### src/hw/rtl/bba_pkg.sv
package bba_pkg;

  // default map size in blocks
  localparam int unsigned HeapBlocksDef = 64;

  // fixed field widths
  localparam int unsigned OpW      = 2;
  localparam int unsigned CountW   = 7;
  localparam int unsigned StartW   = 6;
  localparam int unsigned StatusW  = 2;
  localparam int unsigned InDataW  = 16;
  localparam int unsigned OutDataW = 8;

  // request kinds
  typedef enum logic [OpW-1:0] {
    OpAlloc   = 2'd0,
    OpFree    = 2'd1,
    OpFreeAll = 2'd2
  } op_e;

  // result status codes
  typedef enum logic [StatusW-1:0] {
    StDone    = 2'd0,
    StInvalid = 2'd1,
    StNoSpace = 2'd2
  } status_e;

  // sequencer states
  typedef enum logic [2:0] {
    SIdle,
    SScan,
    SCheck,
    SMark,
    SResp
  } state_e;

  // control from the sequencer to the run scanner
  typedef struct packed {
    logic clear;
    logic step;
    logic worst;
  } scan_ctrl_t;

endpackage

### src/hw/rtl/bitmap_block_allocator_core.sv
// Bitmap block allocator: occupancy map of HeapBlocks fixed-size blocks.
// Requests enter on the s_axis channel: tuser carries the op (allocate run,
// free range, free all), tdata carries count and start_req. One result word
// per request leaves on m_axis: status and the allocated start block.
// The strategy register (first fit or worst fit) is written through cfg_we_i /
// cfg_wdata_i; the user writes it only while no request is in flight (not enforced).
// The map sits in a rotating shift register; one bit passes the run scanner
// or the mark logic per cycle during each pass over the map. Steps from
// accept to result valid:
//   allocate:            scan pass, check, mark pass
//   allocate, no space:  scan pass, check
//   free range:          mark pass
//   free all, invalid:   straight to the result
// One request is worked on at a time; s_axis_tready is high only while the
// sequencer is idle, which it is once the previous result is registered.
// A finished word waits in the output register; if the receiver stalls, the
// next request may still be accepted and worked on, and its result is held
// until the previous word is taken.
// Reset frees every block, selects first fit and empties the output.
module bitmap_block_allocator_core import bba_pkg::*; #(
  parameter int unsigned HeapBlocks = HeapBlocksDef
) (
  input  logic                clk_i,
  input  logic                rst_ni,
  // request channel
  input  logic                s_axis_tvalid,
  output logic                s_axis_tready,
  input  logic [InDataW-1:0]  s_axis_tdata,   // count[6:0], start_req[12:7], zero pad
  input  logic [OpW-1:0]      s_axis_tuser,   // op[1:0]
  // result channel
  output logic                m_axis_tvalid,
  input  logic                m_axis_tready,
  output logic [OutDataW-1:0] m_axis_tdata,   // status[1:0], alloc_start[7:2]
  // strategy register
  input  logic                cfg_we_i,
  input  logic                cfg_wdata_i
);

  localparam int unsigned CntW = $clog2(HeapBlocks + 1) + 1;
  localparam int unsigned ExtW = (CntW > 8) ? CntW : 8;
  localparam logic [ExtW-1:0] HeapX   = ExtW'(HeapBlocks);
  localparam logic [ExtW-1:0] LastPos = ExtW'(HeapBlocks - 1);

  // request fields
  op_e               req_op;
  logic [CountW-1:0] req_count;
  logic [StartW-1:0] req_start;
  logic [ExtW-1:0]   count_x, start_x, free_end;
  logic              alloc_ok, free_ok;

  assign req_op    = op_e'(s_axis_tuser);
  assign req_count = s_axis_tdata[CountW-1:0];
  assign req_start = s_axis_tdata[CountW+StartW-1:CountW];
  assign count_x   = ExtW'(req_count);
  assign start_x   = ExtW'(req_start);
  assign free_end  = start_x + count_x;
  assign alloc_ok  = (req_count != '0) && (count_x <= HeapX);
  assign free_ok   = (req_count != '0) && (start_x < HeapX) && (free_end <= HeapX);

  state_e                state_q, state_d;
  logic [HeapBlocks-1:0] map_q;
  logic [ExtW-1:0]       pos_q;
  logic [ExtW-1:0]       len_q;
  logic [ExtW-1:0]       base_q;
  logic                  set_q;
  status_e               status_q;
  logic [StartW-1:0]     res_start_q;
  logic                  strategy_q;
  logic                  out_valid_q;
  logic [OutDataW-1:0]   out_data_q;

  logic       accept;
  logic       out_free;
  logic       last_pos;
  logic       in_range;
  logic       mark_bit;
  scan_ctrl_t scan_ctrl;
  logic       fit;
  logic [ExtW-1:0] fit_start;

  assign accept   = s_axis_tvalid && s_axis_tready;
  assign out_free = !out_valid_q || m_axis_tready;
  assign last_pos = (pos_q == LastPos);
  assign in_range = (pos_q >= base_q) && (pos_q < (base_q + len_q));
  assign mark_bit = in_range ? set_q : map_q[0];

  // run scanner
  assign scan_ctrl.clear = accept;
  assign scan_ctrl.step  = (state_q == SScan);
  assign scan_ctrl.worst = strategy_q;

  bba_run_scan #(
    .HeapBlocks (HeapBlocks)
  ) u_run_scan (
    .clk_i      (clk_i),
    .rst_ni     (rst_ni),
    .ctrl_i     (scan_ctrl),
    .bit_free_i (!map_q[0]),
    .pos_i      (pos_q),
    .len_i      (len_q),
    .fit_o      (fit),
    .start_o    (fit_start)
  );

  // next state and handshake
  always_comb begin
    state_d       = state_q;
    s_axis_tready = 1'b0;
    unique case (state_q)
      SIdle: begin
        s_axis_tready = 1'b1;
        if (s_axis_tvalid) begin
          priority if (req_op == OpAlloc && alloc_ok) begin
            state_d = SScan;
          end else if (req_op == OpFree && free_ok) begin
            state_d = SMark;
          end else begin
            state_d = SResp;
          end
        end
      end
      SScan: begin
        if (last_pos) begin
          state_d = SCheck;
        end
      end
      SCheck: begin
        state_d = fit ? SMark : SResp;
      end
      SMark: begin
        if (last_pos) begin
          state_d = SResp;
        end
      end
      SResp: begin
        if (out_free) begin
          state_d = SIdle;
        end
      end
      default: begin
        state_d = SIdle;
      end
    endcase
  end

  // control registers and occupancy map
  always_ff @(posedge clk_i or negedge rst_ni) begin
    if (!rst_ni) begin
      state_q     <= SIdle;
      map_q       <= '0;
      pos_q       <= '0;
      strategy_q  <= 1'b0;
      out_valid_q <= 1'b0;
    end else begin
      state_q <= state_d;
      if (cfg_we_i) begin
        strategy_q <= cfg_wdata_i;
      end
      // rotate the map one bit per cycle during a pass
      unique case (state_q)
        SIdle: begin
          pos_q <= '0;
          if (accept && req_op == OpFreeAll) begin
            map_q <= '0;
          end
        end
        SScan: begin
          map_q <= {map_q[0], map_q[HeapBlocks-1:1]};
          pos_q <= last_pos ? '0 : pos_q + ExtW'(1);
        end
        SMark: begin
          map_q <= {mark_bit, map_q[HeapBlocks-1:1]};
          pos_q <= last_pos ? '0 : pos_q + ExtW'(1);
        end
        default: begin
          pos_q <= '0;
        end
      endcase
      // output word register
      if (state_q == SResp && out_free) begin
        out_valid_q <= 1'b1;
      end else if (m_axis_tready) begin
        out_valid_q <= 1'b0;
      end
    end
  end

  // request payload and pending result
  always_ff @(posedge clk_i) begin
    if (accept) begin
      len_q       <= count_x;
      base_q      <= start_x;
      set_q       <= 1'b0;
      res_start_q <= '0;
      unique case (req_op)
        OpAlloc:   status_q <= alloc_ok ? StDone : StInvalid;
        OpFree:    status_q <= free_ok ? StDone : StInvalid;
        OpFreeAll: status_q <= StDone;
        default:   status_q <= StInvalid;
      endcase
    end else if (state_q == SCheck) begin
      if (fit) begin
        base_q      <= fit_start;
        set_q       <= 1'b1;
        res_start_q <= fit_start[StartW-1:0];
      end else begin
        status_q <= StNoSpace;
      end
    end
    if (state_q == SResp && out_free) begin
      out_data_q <= {res_start_q, status_q};
    end
  end

  assign m_axis_tvalid = out_valid_q;
  assign m_axis_tdata  = out_data_q;

endmodule

### src/hw/rtl/bba_run_scan.sv
module bba_run_scan import bba_pkg::*; #(
  parameter  int unsigned HeapBlocks = HeapBlocksDef,
  localparam int unsigned CntW       = $clog2(HeapBlocks + 1) + 1,
  localparam int unsigned ExtW       = (CntW > 8) ? CntW : 8
) (
  input  logic                 clk_i,
  input  logic                 rst_ni,
  input  scan_ctrl_t           ctrl_i,
  input  logic                 bit_free_i,
  input  logic [ExtW-1:0]      pos_i,
  input  logic [ExtW-1:0]      len_i,
  output logic                 fit_o,
  output logic [ExtW-1:0]      start_o
);

  logic [ExtW-1:0] run_q, run_d;
  logic [ExtW-1:0] run_start_q, run_start_d;
  logic [ExtW-1:0] best_len_q, best_len_d;
  logic [ExtW-1:0] best_start_q, best_start_d;
  logic            found_q, found_d;
  logic [ExtW-1:0] run_inc;
  logic [ExtW-1:0] cur_start;

  // one map bit per step: track current free run and the chosen one
  always_comb begin
    run_inc      = run_q + ExtW'(1);
    cur_start    = (run_q == '0) ? pos_i : run_start_q;
    run_d        = run_q;
    run_start_d  = run_start_q;
    best_len_d   = best_len_q;
    best_start_d = best_start_q;
    found_d      = found_q;
    if (ctrl_i.clear) begin
      run_d      = '0;
      best_len_d = '0;
      found_d    = 1'b0;
    end else if (ctrl_i.step) begin
      if (bit_free_i) begin
        run_d       = run_inc;
        run_start_d = cur_start;
        if (ctrl_i.worst) begin
          // strictly longer keeps the earliest run on a tie
          if (run_inc > best_len_q) begin
            best_len_d   = run_inc;
            best_start_d = cur_start;
          end
        end else if (!found_q && run_inc == len_i) begin
          found_d      = 1'b1;
          best_start_d = cur_start;
        end
      end else begin
        run_d = '0;
      end
    end
  end

  always_ff @(posedge clk_i or negedge rst_ni) begin
    if (!rst_ni) begin
      run_q      <= '0;
      best_len_q <= '0;
      found_q    <= 1'b0;
    end else begin
      run_q      <= run_d;
      best_len_q <= best_len_d;
      found_q    <= found_d;
    end
  end

  // run start positions are payload
  always_ff @(posedge clk_i) begin
    run_start_q  <= run_start_d;
    best_start_q <= best_start_d;
  end

  assign fit_o   = ctrl_i.worst ? ((best_len_q >= len_i) && (best_len_q != '0)) : found_q;
  assign start_o = best_start_q;

endmodule

### config.mk
export PLATFORM = sky130hd
export DESIGN_NAME = bitmap_block_allocator_core
export DESIGN_NICKNAME = d
export VERILOG_FILES = /design/src/hw/rtl/bba_pkg.sv /design/src/hw/rtl/bitmap_block_allocator_core.sv /design/src/hw/rtl/bba_run_scan.sv
export SDC_FILE = /design/constraint.sdc
export NUM_CORES = 1
export LEC_CHECK = 0
export ABC_AREA = 1
export BUFFER_PORTS_ARGS = -buffer_cell sky130_fd_sc_hd__buf_2
export CORE_UTILIZATION = 55
export CTS_BUF_LIST = sky130_fd_sc_hd__clkbuf_8
export CTS_CLUSTER_DIAMETER = 80
export DETAILED_ROUTE_END_ITERATION = 6
export GPL_TIMING_DRIVEN = 0
export PLACE_DENSITY = 0.77
export SLEW_MARGIN = 20
export SYNTH_ARGS = -nofsm -noshare
export SYNTH_HDL_FRONTEND = slang
export SYNTH_SLANG_ARGS = --single-unit
### constraint.sdc
create_clock -name clk_i -period 8.61 [get_ports clk_i]
set_input_delay 0.861 -clock clk_i [delete_from_list [all_inputs] [get_ports clk_i]]
set_output_delay 0.861 -clock clk_i [all_outputs]
set_load 0.02 [all_outputs]
# Yosys cells after proc, flatten, opt, wreduce, memory -nomap -nowiden
# Cells that the tools add are included.
[word_totals] regBits=142 latch_bits=0 ramBits=0 rom_bits=0 wordCells=128 memories=0
[classes] add_sub_neg=4 mul=0 div_mod_pow=0 order_cmp=7 n_eq_ne=17 shifts=0 mux=43 bitwise_logic=2 reduce_logical=38
[op_table] op="$pmux 64 s3" count=1
[op_table] op="$mux 8" count=14
[op_table] op="$mux 64" count=1
[op_table] op="$mux 3" count=7
[op_table] op="$mux 6" count=3
[op_table] op="$add 8x1->8 const B" count=2
[op_table] op="$reduce_bool 2->1" count=8
[op_table] op="$pmux 3 s5" count=1
[op_table] op="$mux 1" count=12
[op_table] op="$ne 2x2->1 const B" count=6
[op_table] op="$reduce_and 4->1" count=3
[op_table] op="$logic_and 1x1->1" count=11
[op_table] op="$add 6x7->8" count=1
[op_table] op="$add 8x7->8" count=1
[op_table] op="$eq 8x6->1 const B" count=1
[op_table] op="$eq 8x7->1" count=1
[op_table] op="$ge 8x7->1" count=1
[op_table] op="$ge 8x8->1" count=1
[op_table] op="$gt 8x8->1" count=1
[op_table] op="$le 8x7->1 const B" count=1
[op_table] op="$logic_not 8->1" count=1
[op_table] op="$lt 8x8->1" count=1
[op_table] op="$reduce_and 2->1" count=4
[op_table] op="$reduce_bool 8->1" count=1
[op_table] op="other kinds (20)" count=27

# Logic depth before layout (Yosys ltp)
# Gate-level depths: netlist (run 1).
[depth] word_depth=8 mapped_depth=20

# Modules after synthesis
# A second synthesis (run 1) with hierarchy kept.
[unflattened] hier_cells=796 hier_area_um2=7602.3
[by_module_without_submodules] module="bitmap_block_allocator_core" instances=1 cells_each=536 area_per_inst_um2=5480.3
[by_module_without_submodules] module="bba_run_scan" instances=1 cells_each=260 area_per_inst_um2=2122.0

# Least setup slack after synthesis (run 1)
# Ideal clock, no wire load.
[synth_timing] kind="flip-flop to flip-flop" start="reg u_run_scan.run_q[0]" end="reg u_run_scan.best_start_q[0], in the netlist u_run_scan.start_o[0] (enable)" t_arrival_ns=2.433 t_required_ns=8.236 slack_ns=5.803 stages_incl_launch_ff=11 path_buffers=0 cell_sequence="dfrtp_1 > ha_1 > xnor2_1 > inv_1 > ha_1 > nand2_1 > o21a_1 > or2_1 > a31oi_2 > nand2_2 > o21ai_1"
[synth_between] elab_chain_len=5
[synth_rtl] element="from (decl)" line="bba_run_scan.sv:16" source="logic [ExtW-1:0] run_q, run_d;"
[synth_rtl] element="from (signal assigned)" line="bba_run_scan.sv:63" source="run_q <= run_d;"
[synth_rtl] element="$add 8x1->8 *" line="bba_run_scan.sv:26" source="run_inc = run_q + ExtW'(1);"
[synth_rtl] element="parallel branches: the longest is 3 deep, another holds $gt 8x8->1"
[synth_rtl] element="$reduce_and 5->1 (no source line) *"
[synth_rtl] element="to (signal assigned)" line="bba_run_scan.sv:72" source="best_start_q <= best_start_d;"
[synth_rtl] element="to (decl)" line="bba_run_scan.sv:19" source="logic [ExtW-1:0] best_start_q, best_start_d;"
# Every way passes the cells marked *.
# A chain may end at the register's enable or synchronous reset.

# Worst setup path after layout (run 1)
[layout_timing] start="reg u_run_scan.run_q[0]" end="reg u_run_scan.best_start_q[5], in the netlist u_run_scan.start_o[5] (enable)"
# Same word-level chain as after synthesis.

==> results.md, run 1 <==
* Drt total wl at 15.0 mm
* CTS Root Cell: clkbuf_8
* Crit path required time at ~8.7 ns
* Setup TNS at 0 ns
* CP max FO at 9
* DR WL/cell at 15.4 um
* Tcrit/Tclk final at 0.419
* Critical Path AT at approximately 3.7 ns
* Tot Pwr at 1.29 mW
* Commonest cells post-synth: inv_1 (144), nand2_1 (128), dfrtp_1 (94)
* DIE WIDTH at 115 um
* Worst vdd ir at 0.130 mV
* Hold Slack at 0.357 ns
* Final min period at 3.60 ns
* Pint at 1.01 mW
* Status: finished, final reports clean
* Area occupied by multi-input gates at approximately 2600 sq um
* Logic gate share of total power at 0.033
* Global-route wire length before repair at 25.3 mm
* Clock Skew at 0.00960 ns
* HPWL Detailed at 11.0 mm
* Total GRT Usage at 0.255
* Net Count, Synth at between 800 and 900
* Top-area cell type share of the netlist area at 0.338
* Post-CTS setup buffers at 0
* Yosys Warn Count at 0
* Via count at between 5000 and 6000
* Layout cells sized above 1 at 0.0967
* Final Wtd Congestion at 0.858
* Largest net degree at the start of global routing at between 60 and 70
* ANT cells at 0
* ANT nets after route at 0
* Global route overflow at 0
* Max-capacitance violation count at 0
* Critical path capture point type: flip-flop
* Post_cts resized at 0
* Starting Density at 0.573
* Fraction of registers with async set or reset after synthesis at 0.662
* First-pass DRT Iterations at 5
* Top Ports at 34
* Die Area at 13100 sq um
* Met1 Track Usage GR at 0.324
* Max-slew violations at 0
* Top Usage Layer GRT: met2
* Synth unique cells at 44
* Clk_lat worst skew at 0.45 ns
* Switching Power at 276 uW
* Antenna violations before repair at 1
* Sink Count at 142
* Post-synth EDFFs at 39
* Post-synth top flop: dfrtp_1
* Relative slew slack at 0.384
* Vias in the first global route at 5329
* Post-Syn Area at 6970 sq um
* H-Tree Depth at 4
* Max Clk Rate at 277 MHz
* Leakage dissipation at 3.95 nW
* 1st-iter DRT viols at between 300 and 400
* Tightest Hold Check Type: in -> async
* Clock power share at 0.431
* Core ar. at 12200 sq um
* Longest Clk Path Bufs at 2
* Slew @ Worst Pin at between 0.9 and 1 ns
* Switching share of power at 0.215
* Power Dens Cells at 165 nW/um^2
* Area Growth Syn to Fin at 11.5%
* Mapped Cells at between 700 and 800
* Count leader, synth: inv_1
* Filler cells at 989
* GRT met2 Usage at 0.421
* CTS tree: done
* CP Launch Type: flip-flop
* Hold Fails Final Rpt at 0
* Setup CP Type: reg -> reg
* Total CTS buffers at 17
* Reg clk slew, reported paths at 0.07 ns
* Setup Viol. Count Final at 0
* Port bufs at 30
* Die Y at around 110 um
* Register area share after synthesis at 0.532
* Nets at 867
* Sequential share of power at 0.536
* Grt met3 use at 0.0566
* Storage cell area at 3700 sq um
* Main area contributors after synthesis: dfrtp_1 (34%), edfxtp_1 (17%), ha_1 (8.3%), inv_1 (7.8%), nand2_1 (6.9%)
* Syn Area/Cell at ~9.4 sq um
* Row cnt at 40
* Hold-fix buffers at CTS at 0
* Yosys reg bits at 142
* Post-synth top area cell: dfrtp_1
* Post-route DRC at 0
* Utilization after layout at 0.639
* Vias per cell at 5.48
* RSZ-0062 raised after global routing: false
==> sequential cells by signal, summed over array words and instances (netlist names), 2 cells and up <==
signal and cells:
base_q 8, map_q 64, len_q 7, u_run_scan.start_o 8, u_run_scan.best_len_q 8, state_q 3, u_run_scan.run_q 8, res_start_q 6
u_run_scan.run_start_q 8, m_axis_tdata 8, status_q 2, pos_q 8
==> critical path, cell delays in order (launching register included) <==
cell,delay [ns]
dfrtp_1,0.47
nand3_1,0.18
inv_1,0.13
nand4_1,0.12
nor2_1,0.14
xor2_1,0.35
ha_1,0.22
nand4_1,0.14
or2_1,0.26
a31oi_2,0.40
nand2_2,0.25
o21ai_1,0.56
==> through the flow <==
| stage | std cells | area, sq um | setup slack, ns |
|---|---|---|---|
| 2_1_floorplan | 745 | 6970 | 5.80 |
| 3_3_place_gp | 943 | 7330 | 5.15 |
| 3_5_place_dp | 944 | 7360 | 5.10 |
| 4_1_cts | 975 | 7770 | 5.08 |
| 5_1_grt | 975 | 7770 | 4.80 |
| 6_report | 975 | 7770 | 5.01 |
==> metal layers <==
layer	vias to the layer above	routed length, um	share of wire
met4	2	380	0.025
met1	2541	6510	0.43
met5	-	13	0.00087
met3	30	816	0.054
met2	174	7290	0.49
li1	2599	-	-
==> power groups by stage <==
stage          registers (mW)  clock network, mW  logic [mW]
2_1_floorplan           0.703                  0      0.0189
3_3_place_gp            0.703                  0      0.0384
3_5_place_dp            0.703                  0      0.0420
4_1_cts                 0.690              0.560      0.0425
5_1_grt                 0.689              0.591      0.0482
6_report                0.690              0.554      0.0423
==> layout by cell type (no fill, tap or decap), types with 20 or more instances in the layout <==
cell	n
nor2_1	28
nand3_1	41
a21oi_1	30
o22ai_1	67
dfrtp_1	94
edfxtp_1	39
o21ai_0	20
clkbuf_8	20
buf_2	29
nand2_1	128
ha_1	46
inv_1	145
==> final timing paths <==
check | depth (start not counted) | slack [ns] | from | endpoint
max in group asynchronous | 2 | 7.62 | rst_ni | map_q[14]$_DFFE_PN0P_
worst max-delay path | 11 | 5.01 | u_run_scan.run_q[0]$_DFFE_PN0N_ | u_run_scan.start_o[5]$_DFFE_PP_
worst min-delay path | 1 | 0.36 | rst_ni | map_q[53]$_DFFE_PN0P_
worst min register to register | 0 | 0.43 | res_start_q[5]$_SDFFE_PP0P_ | m_axis_tdata[7]$_DFFE_PP_
worst max register to register | 11 | 5.01 | u_run_scan.run_q[0]$_DFFE_PN0N_ | u_run_scan.start_o[5]$_DFFE_PP_
min in group clk_i | 0 | 0.43 | res_start_q[5]$_SDFFE_PP0P_ | m_axis_tdata[7]$_DFFE_PP_
==> cell families after synthesis <==
logic type / after synthesis / share of synthesized area
xor+xnor: 13 / 0.0174
compound gates: 135 / 0.116
mux: 1 / 0.00162
flops: 142 / 0.532
buf+inv: 167 / 0.0910
simple gates: 239 / 0.154
fa+ha+maj: 48 / 0.0883
==> layout make-up <==
type	instances	area share
repair buffers	31	0.0232
well taps	168	0.0270
inverters	148	0.0715
clock buffers	20	0.0354
plain buffers	19	0.0101
clock inverters	11	0.0179
flip-flops and latches	142	0.476
multi-input cells	436	0.338
Note: power is estimated with default switching activity, not from simulation.
==> run 2, diff against run 1 <==
==> constraint.sdc (replaced) <==
create_clock -name clk_i -period 3.5 [get_ports clk_i]
set_input_delay 0.35 -clock clk_i [delete_from_list [all_inputs] [get_ports clk_i]]
set_output_delay 0.35 -clock clk_i [all_outputs]
set_load 0.02 [all_outputs]
==> results.md, run 2 (synthesis gave the netlist of run 1 again) <==
* Status: finished, final reports clean
* Via count at 5300
* CP Launch Type: flip-flop
* Tot Pwr at 3.17 mW
* Reg clk slew, reported paths at 0.08 ns
* Tcrit/Tclk final at 0.904
* Largest register by flop count: map_q
* Hold Fails Final Rpt at 0
* Cell Area, Placed at 7360 sq um
* Setup CP Type: reg -> reg
* Relative slew slack at 0.381
* Max-capacitance violation count at 0
* Utilization after layout at 0.641
* Starting Density at 0.573
* Layout Cells excl Fill at 976
* Largest net degree at the start of global routing at 64
* Max-slew violations at 0
* Worst setup margin at 0.335 ns
* Die Area at 13100 sq um
* 1st-iter DRT viols at around 370
* Setup Viol. Count Final at 0
* HPWL Detailed at 11.0 mm
* Clock Skew at 0.0118 ns
* Total CTS buffers at 17
* H-Tree Depth at 4
* Drt total wl at between 15 and 20 mm
* Post-route DRC at 0
* Global-route wire length before repair at between 20 and 30 mm
* Vias per cell at about 5.4
* Power Dens Cells at 406 nW/um^2
* ANT cells at 0
* Most frequent cells in the layout: inv_1 (145), nand2_1 (128), dfrtp_1 (94)
* Core ar. at 12200 sq um
* Row cnt at 40
* DP Worst Slack at -0.0136 ns
* Global route overflow at 0
* Setup TNS at 0 ns
* Commonest non-fill, non-tap cell in the layout: inv_1
* Leakage dissipation at 3.96 nW
* ANT nets after route at 0
* Placed cells at 944
* Worst vdd ir at 0.322 mV
* Area Growth Syn to Fin at 11.9%
* Port bufs at 30
* CTS Root Cell: clkbuf_8
* Layout cells sized above 1 at 0.0978
* Critical path capture point type: flip-flop
* CP max FO at 9
* Final Wtd Congestion at 0.858
* Vias in the first global route at around 5300
* Final Instance Area at 7790 sq um
* Max FFs per register at 64
* Critical Path AT at around 3.3 ns
* First-pass DRT Iterations at 5
* Post-CTS setup buffers at 0
* Final min period at between 3 and 4 ns
* CTS tree: done
* DR WL/cell at about 15 um
* Nets at 868
* Slew @ Worst Pin at 0.928 ns
* Hold Slack at 0.126 ns
* Sink Count at 142
* Antenna violations before repair at 1
* Total GRT Usage at 0.255
* Longest Clk Path Bufs at 2
* Die Y at 115 um
* RSZ-0062 raised after global routing: false
* DIE WIDTH at 115 um
* Tightest Hold Check Type: in -> reg
* Clk_lat worst skew at ~0.46 ns
* Crit path required time at between 3 and 4 ns
* Top Ports at 34
* Max Clk Rate at 316 MHz
run 2: layout make-up:
cell class / instances / area (sq um)
Inverter: 148 / 556
Buffer: 19 / 78.8
Multi-Input combinational cell: 436 / 2640
Timing Repair Buffer: 32 / 190
Tap cell: 168 / 210
Sequential cell: 142 / 3700
Clock buffer: 20 / 275
Fill cell: 986 / 4370
Clock inverter: 11 / 139
run 2: path summary, 6_finish.rpt:
check | start | end | slack (ns) | cells after the start
worst min-delay path | m_axis_tready | m_axis_tvalid$_DFFE_PN0P_ | 0.13 | 2
max in group asynchronous | rst_ni | map_q[14]$_DFFE_PN0P_ | 2.48 | 3
worst max-delay path | u_run_scan.run_q[0]$_DFFE_PN0N_ | u_run_scan.start_o[5]$_DFFE_PP_ | 0.34 | 11
min in group asynchronous | rst_ni | map_q[53]$_DFFE_PN0P_ | 0.39 | 2
worst max register to register | u_run_scan.run_q[0]$_DFFE_PN0N_ | u_run_scan.start_o[5]$_DFFE_PP_ | 0.34 | 11
worst min register to register | res_start_q[5]$_SDFFE_PP0P_ | m_axis_tdata[7]$_DFFE_PP_ | 0.43 | 0
run 2: what timing repair did:
action | CTS | global route
setup endpoints to repair | 8 | 8
hold buffers | 1 | 0
gates resized for setup | 1 | 1
hold endpoints to repair | 31 | 0
run 2: per-layer routing:
metal | vias up | track usage | wire [um]
met4 | 2 | 0.113 | 414
met1 | 2523 | 0.324 | 6560
met3 | 33 | 0.0566 | 736
met5 | - | 0 | 13
li1 | 2597 | - | -
met2 | 145 | 0.421 | 7280
run 2: critical path, stage by stage (launching register included):
cell     delay, ns
dfrtp_1       0.47
nand3_1       0.16
inv_1         0.12
nand4_1       0.12
nor2_1        0.14
xor2_1        0.35
ha_1          0.22
nand4_1       0.14
or2_1         0.29
a31oi_4       0.29
nand2_2       0.22
o21ai_2       0.27
run 2: power by group:
| group | switching [mW] | leakage (nW) | internal, mW |
|---|---|---|---|
| logic | 0.0705 | 2.52 | 0.0350 |
| clock network | 0.610 | 0.221 | 0.755 |
| registers | 0.000923 | 1.22 | 1.70 |
| total | 0.681 | 3.96 | 2.49 |
==> run 3, diff against run 2 <==
--- a/config.mk
+++ b/config.mk
@@ -8,7 +8,6 @@
 export ABC_AREA = 1
 export BUFFER_PORTS_ARGS = -buffer_cell sky130_fd_sc_hd__buf_2
 export CORE_UTILIZATION = 55
-export CTS_BUF_LIST = sky130_fd_sc_hd__clkbuf_8
 export CTS_CLUSTER_DIAMETER = 80
 export DETAILED_ROUTE_END_ITERATION = 6
 export GPL_TIMING_DRIVEN = 0
==> results.md, run 3 (synthesis gave the netlist of run 1 again) <==
* Status: finished, final reports clean
* Global-route wire length before repair at around 26 mm
* Clk_lat worst skew at 0.43 ns
* Cell Area, Placed at 7360 sq um
* Worst setup margin at 0.311 ns
* H-Tree Depth at 4
* Power Dens Cells at 449 nW/um^2
* Area Growth Syn to Fin at 14.5%
* First-pass DRT Iterations at 5
* DR WL/cell at 15.6 um
* Max-capacitance violation count at 0
* Setup TNS at 0 ns
* Sink Count at 142
* Tcrit/Tclk final at 0.911
* HPWL Detailed at 11.0 mm
* Leakage dissipation at slightly above 4 nW
* Largest register by flop count: map_q
* Die Area at 13100 sq um
* Relative slew slack at 0.386
* Layout cells sized above 1 at 0.0978
* Critical Path AT at 3.49 ns
* DIE WIDTH at between 100 and 150 um
* Starting Density at 0.573
* Vias in the first global route at 5375
* CTS Root Cell: clkbuf_16
* Area occupied by multi-input gates at 2640 sq um
* RSZ-0062 raised after global routing: false
* Vias per cell at 5.44
* Layout Cells excl Fill at 976
* Crit path required time at roughly 3.8 ns
* CTS tree: done
* Worst vdd ir at about 0.36 mV
* Final min period at 3.19 ns
* ANT cells at 0
* Port bufs at 30
* Filler cells at 942
* Final Wtd Congestion at 0.858
* Max Clk Rate at 314 MHz
* CP Launch Type: flip-flop
* Critical path capture point type: flip-flop
* Max FFs per register at 64
* Hold Fails Final Rpt at 0
* DP Worst Slack at -0.0136 ns
* Total GRT Usage at 0.259
* Nets at slightly below 900
* Global route overflow at 0
* Post-route DRC at 0
* CP max FO at 4
* Utilization after layout at 0.656
* Max-slew violations at 0
* Total CTS buffers at 17
* Slew @ Worst Pin at 0.921 ns
* Setup Viol. Count Final at 0
* Core ar. at between 10000 and 15000 sq um
* Drt total wl at 15.2 mm
* Top Ports at 34
* Final Instance Area at 7980 sq um
* Via count at 5313
* Placed cells at 944
* Clock Skew at between 0.005 and 0.006 ns
* Commonest non-fill, non-tap cell in the layout: inv_1
* ANT nets after route at 0
* Setup CP Type: reg -> reg
* Row cnt at 40
* Tightest Hold Check Type: in -> reg
* Storage cell area at 3700 sq um
* Reg clk slew, reported paths at 0.06 ns
* Largest net degree at the start of global routing at 64
* Post-CTS setup buffers at 0
* Antenna violations before repair at 1
* Most frequent cells in the layout: inv_1 (144), nand2_1 (128), dfrtp_1 (94)
* Longest Clk Path Bufs at 2
* Die Y at between 100 and 150 um
* 1st-iter DRT viols at roughly 370
[run 3: cell types whose count changed in the layout (fill, tap and decap cells not counted)]
cell       previous run  this run
clkbuf_16             0        19
clkbuf_8             20         3
bufinv_16             3         1
clkbuf_1             17        18
inv_1               145       144
[run 3: per-layer routing]
layer / part of all wire / global-route usage / vias to the layer above
met4: 0.026 / 0.117 / 2
met1: 0.42 / 0.317 / 2536
met2: 0.49 / 0.434 / 141
met3: 0.060 / 0.0651 / 31
li1: - / - / 2603
met5: 0.00086 / 0 / -
[run 3: repair_timing]
action / in CTS / in global routing
pin swaps: 0 / 0
hold endpoints to repair: 31 / 0
gates resized for setup: 1 / 1
endpoints found under the setup margin: 8 / 4
hold buffers: 1 / 0
[run 3: worst paths after layout]
path / start / endpoint / slack (ns) / cells past startpoint
max: len_q[2]$_DFFE_PP_ / map_q[63]$_DFFE_PN0P_ / 0.31 / 19
min: m_axis_tready / m_axis_tvalid$_DFFE_PN0P_ / 0.13 / 2
max reg2reg: len_q[2]$_DFFE_PP_ / map_q[63]$_DFFE_PN0P_ / 0.31 / 19
min reg2reg: res_start_q[0]$_SDFFE_PP0P_ / m_axis_tdata[2]$_DFFE_PP_ / 0.43 / 0
max in group asynchronous: rst_ni / map_q[18]$_DFFE_PN0P_ / 2.45 / 3
min in group asynchronous: rst_ni / map_q[48]$_DFFE_PN0P_ / 0.42 / 2
[run 3: through the flow]
| step | hold WS, ns | power (mW) |
|---|---|---|
| after detailed placement | 0.330 | 1.83 |
| after CTS | 0.124 | 3.60 |
| after global routing | 0.127 | 3.69 |
| final | 0.132 | 3.58 |
| after global placement | 0.413 | 1.82 |
| after floorplan | 0.0544 | 1.78 |
[run 3: layout make-up]
type / count / area share
sequential: 142 / 0.464
clock inverter: 8 / 0.00941
inverter: 148 / 0.0696
buffer: 19 / 0.00988
timing repair buffer: 32 / 0.0238
clock buffer: 23 / 0.0653
tap: 168 / 0.0264
multi-input combinational: 436 / 0.331
[run 3: power by group]
part           switching [mW]  leakage (nW)  total, mW  internal, mW
sequential            0.00110          1.22       1.70          1.70
combinational          0.0701          2.52      0.105        0.0350
clock                   0.664         0.300       1.78          1.11
[run 3: critical path, cell delays in order (launching register included)]
cell	delay, ns
edfxtp_1	0.45
ha_1	0.40
a21oi_1	0.27
nand2_1	0.08
nand2_1	0.08
nand2_1	0.05
nand2_1	0.05
nand2_1	0.08
a21o_1	0.17
a21oi_1	0.18
inv_1	0.06
nand2_1	0.05
nand2_1	0.06
ha_1	0.28
nand2_1	0.09
nor2_1	0.05
a211oi_1	0.28
nand4_1	0.18
nand3_1	0.12
nand3_1	0.08
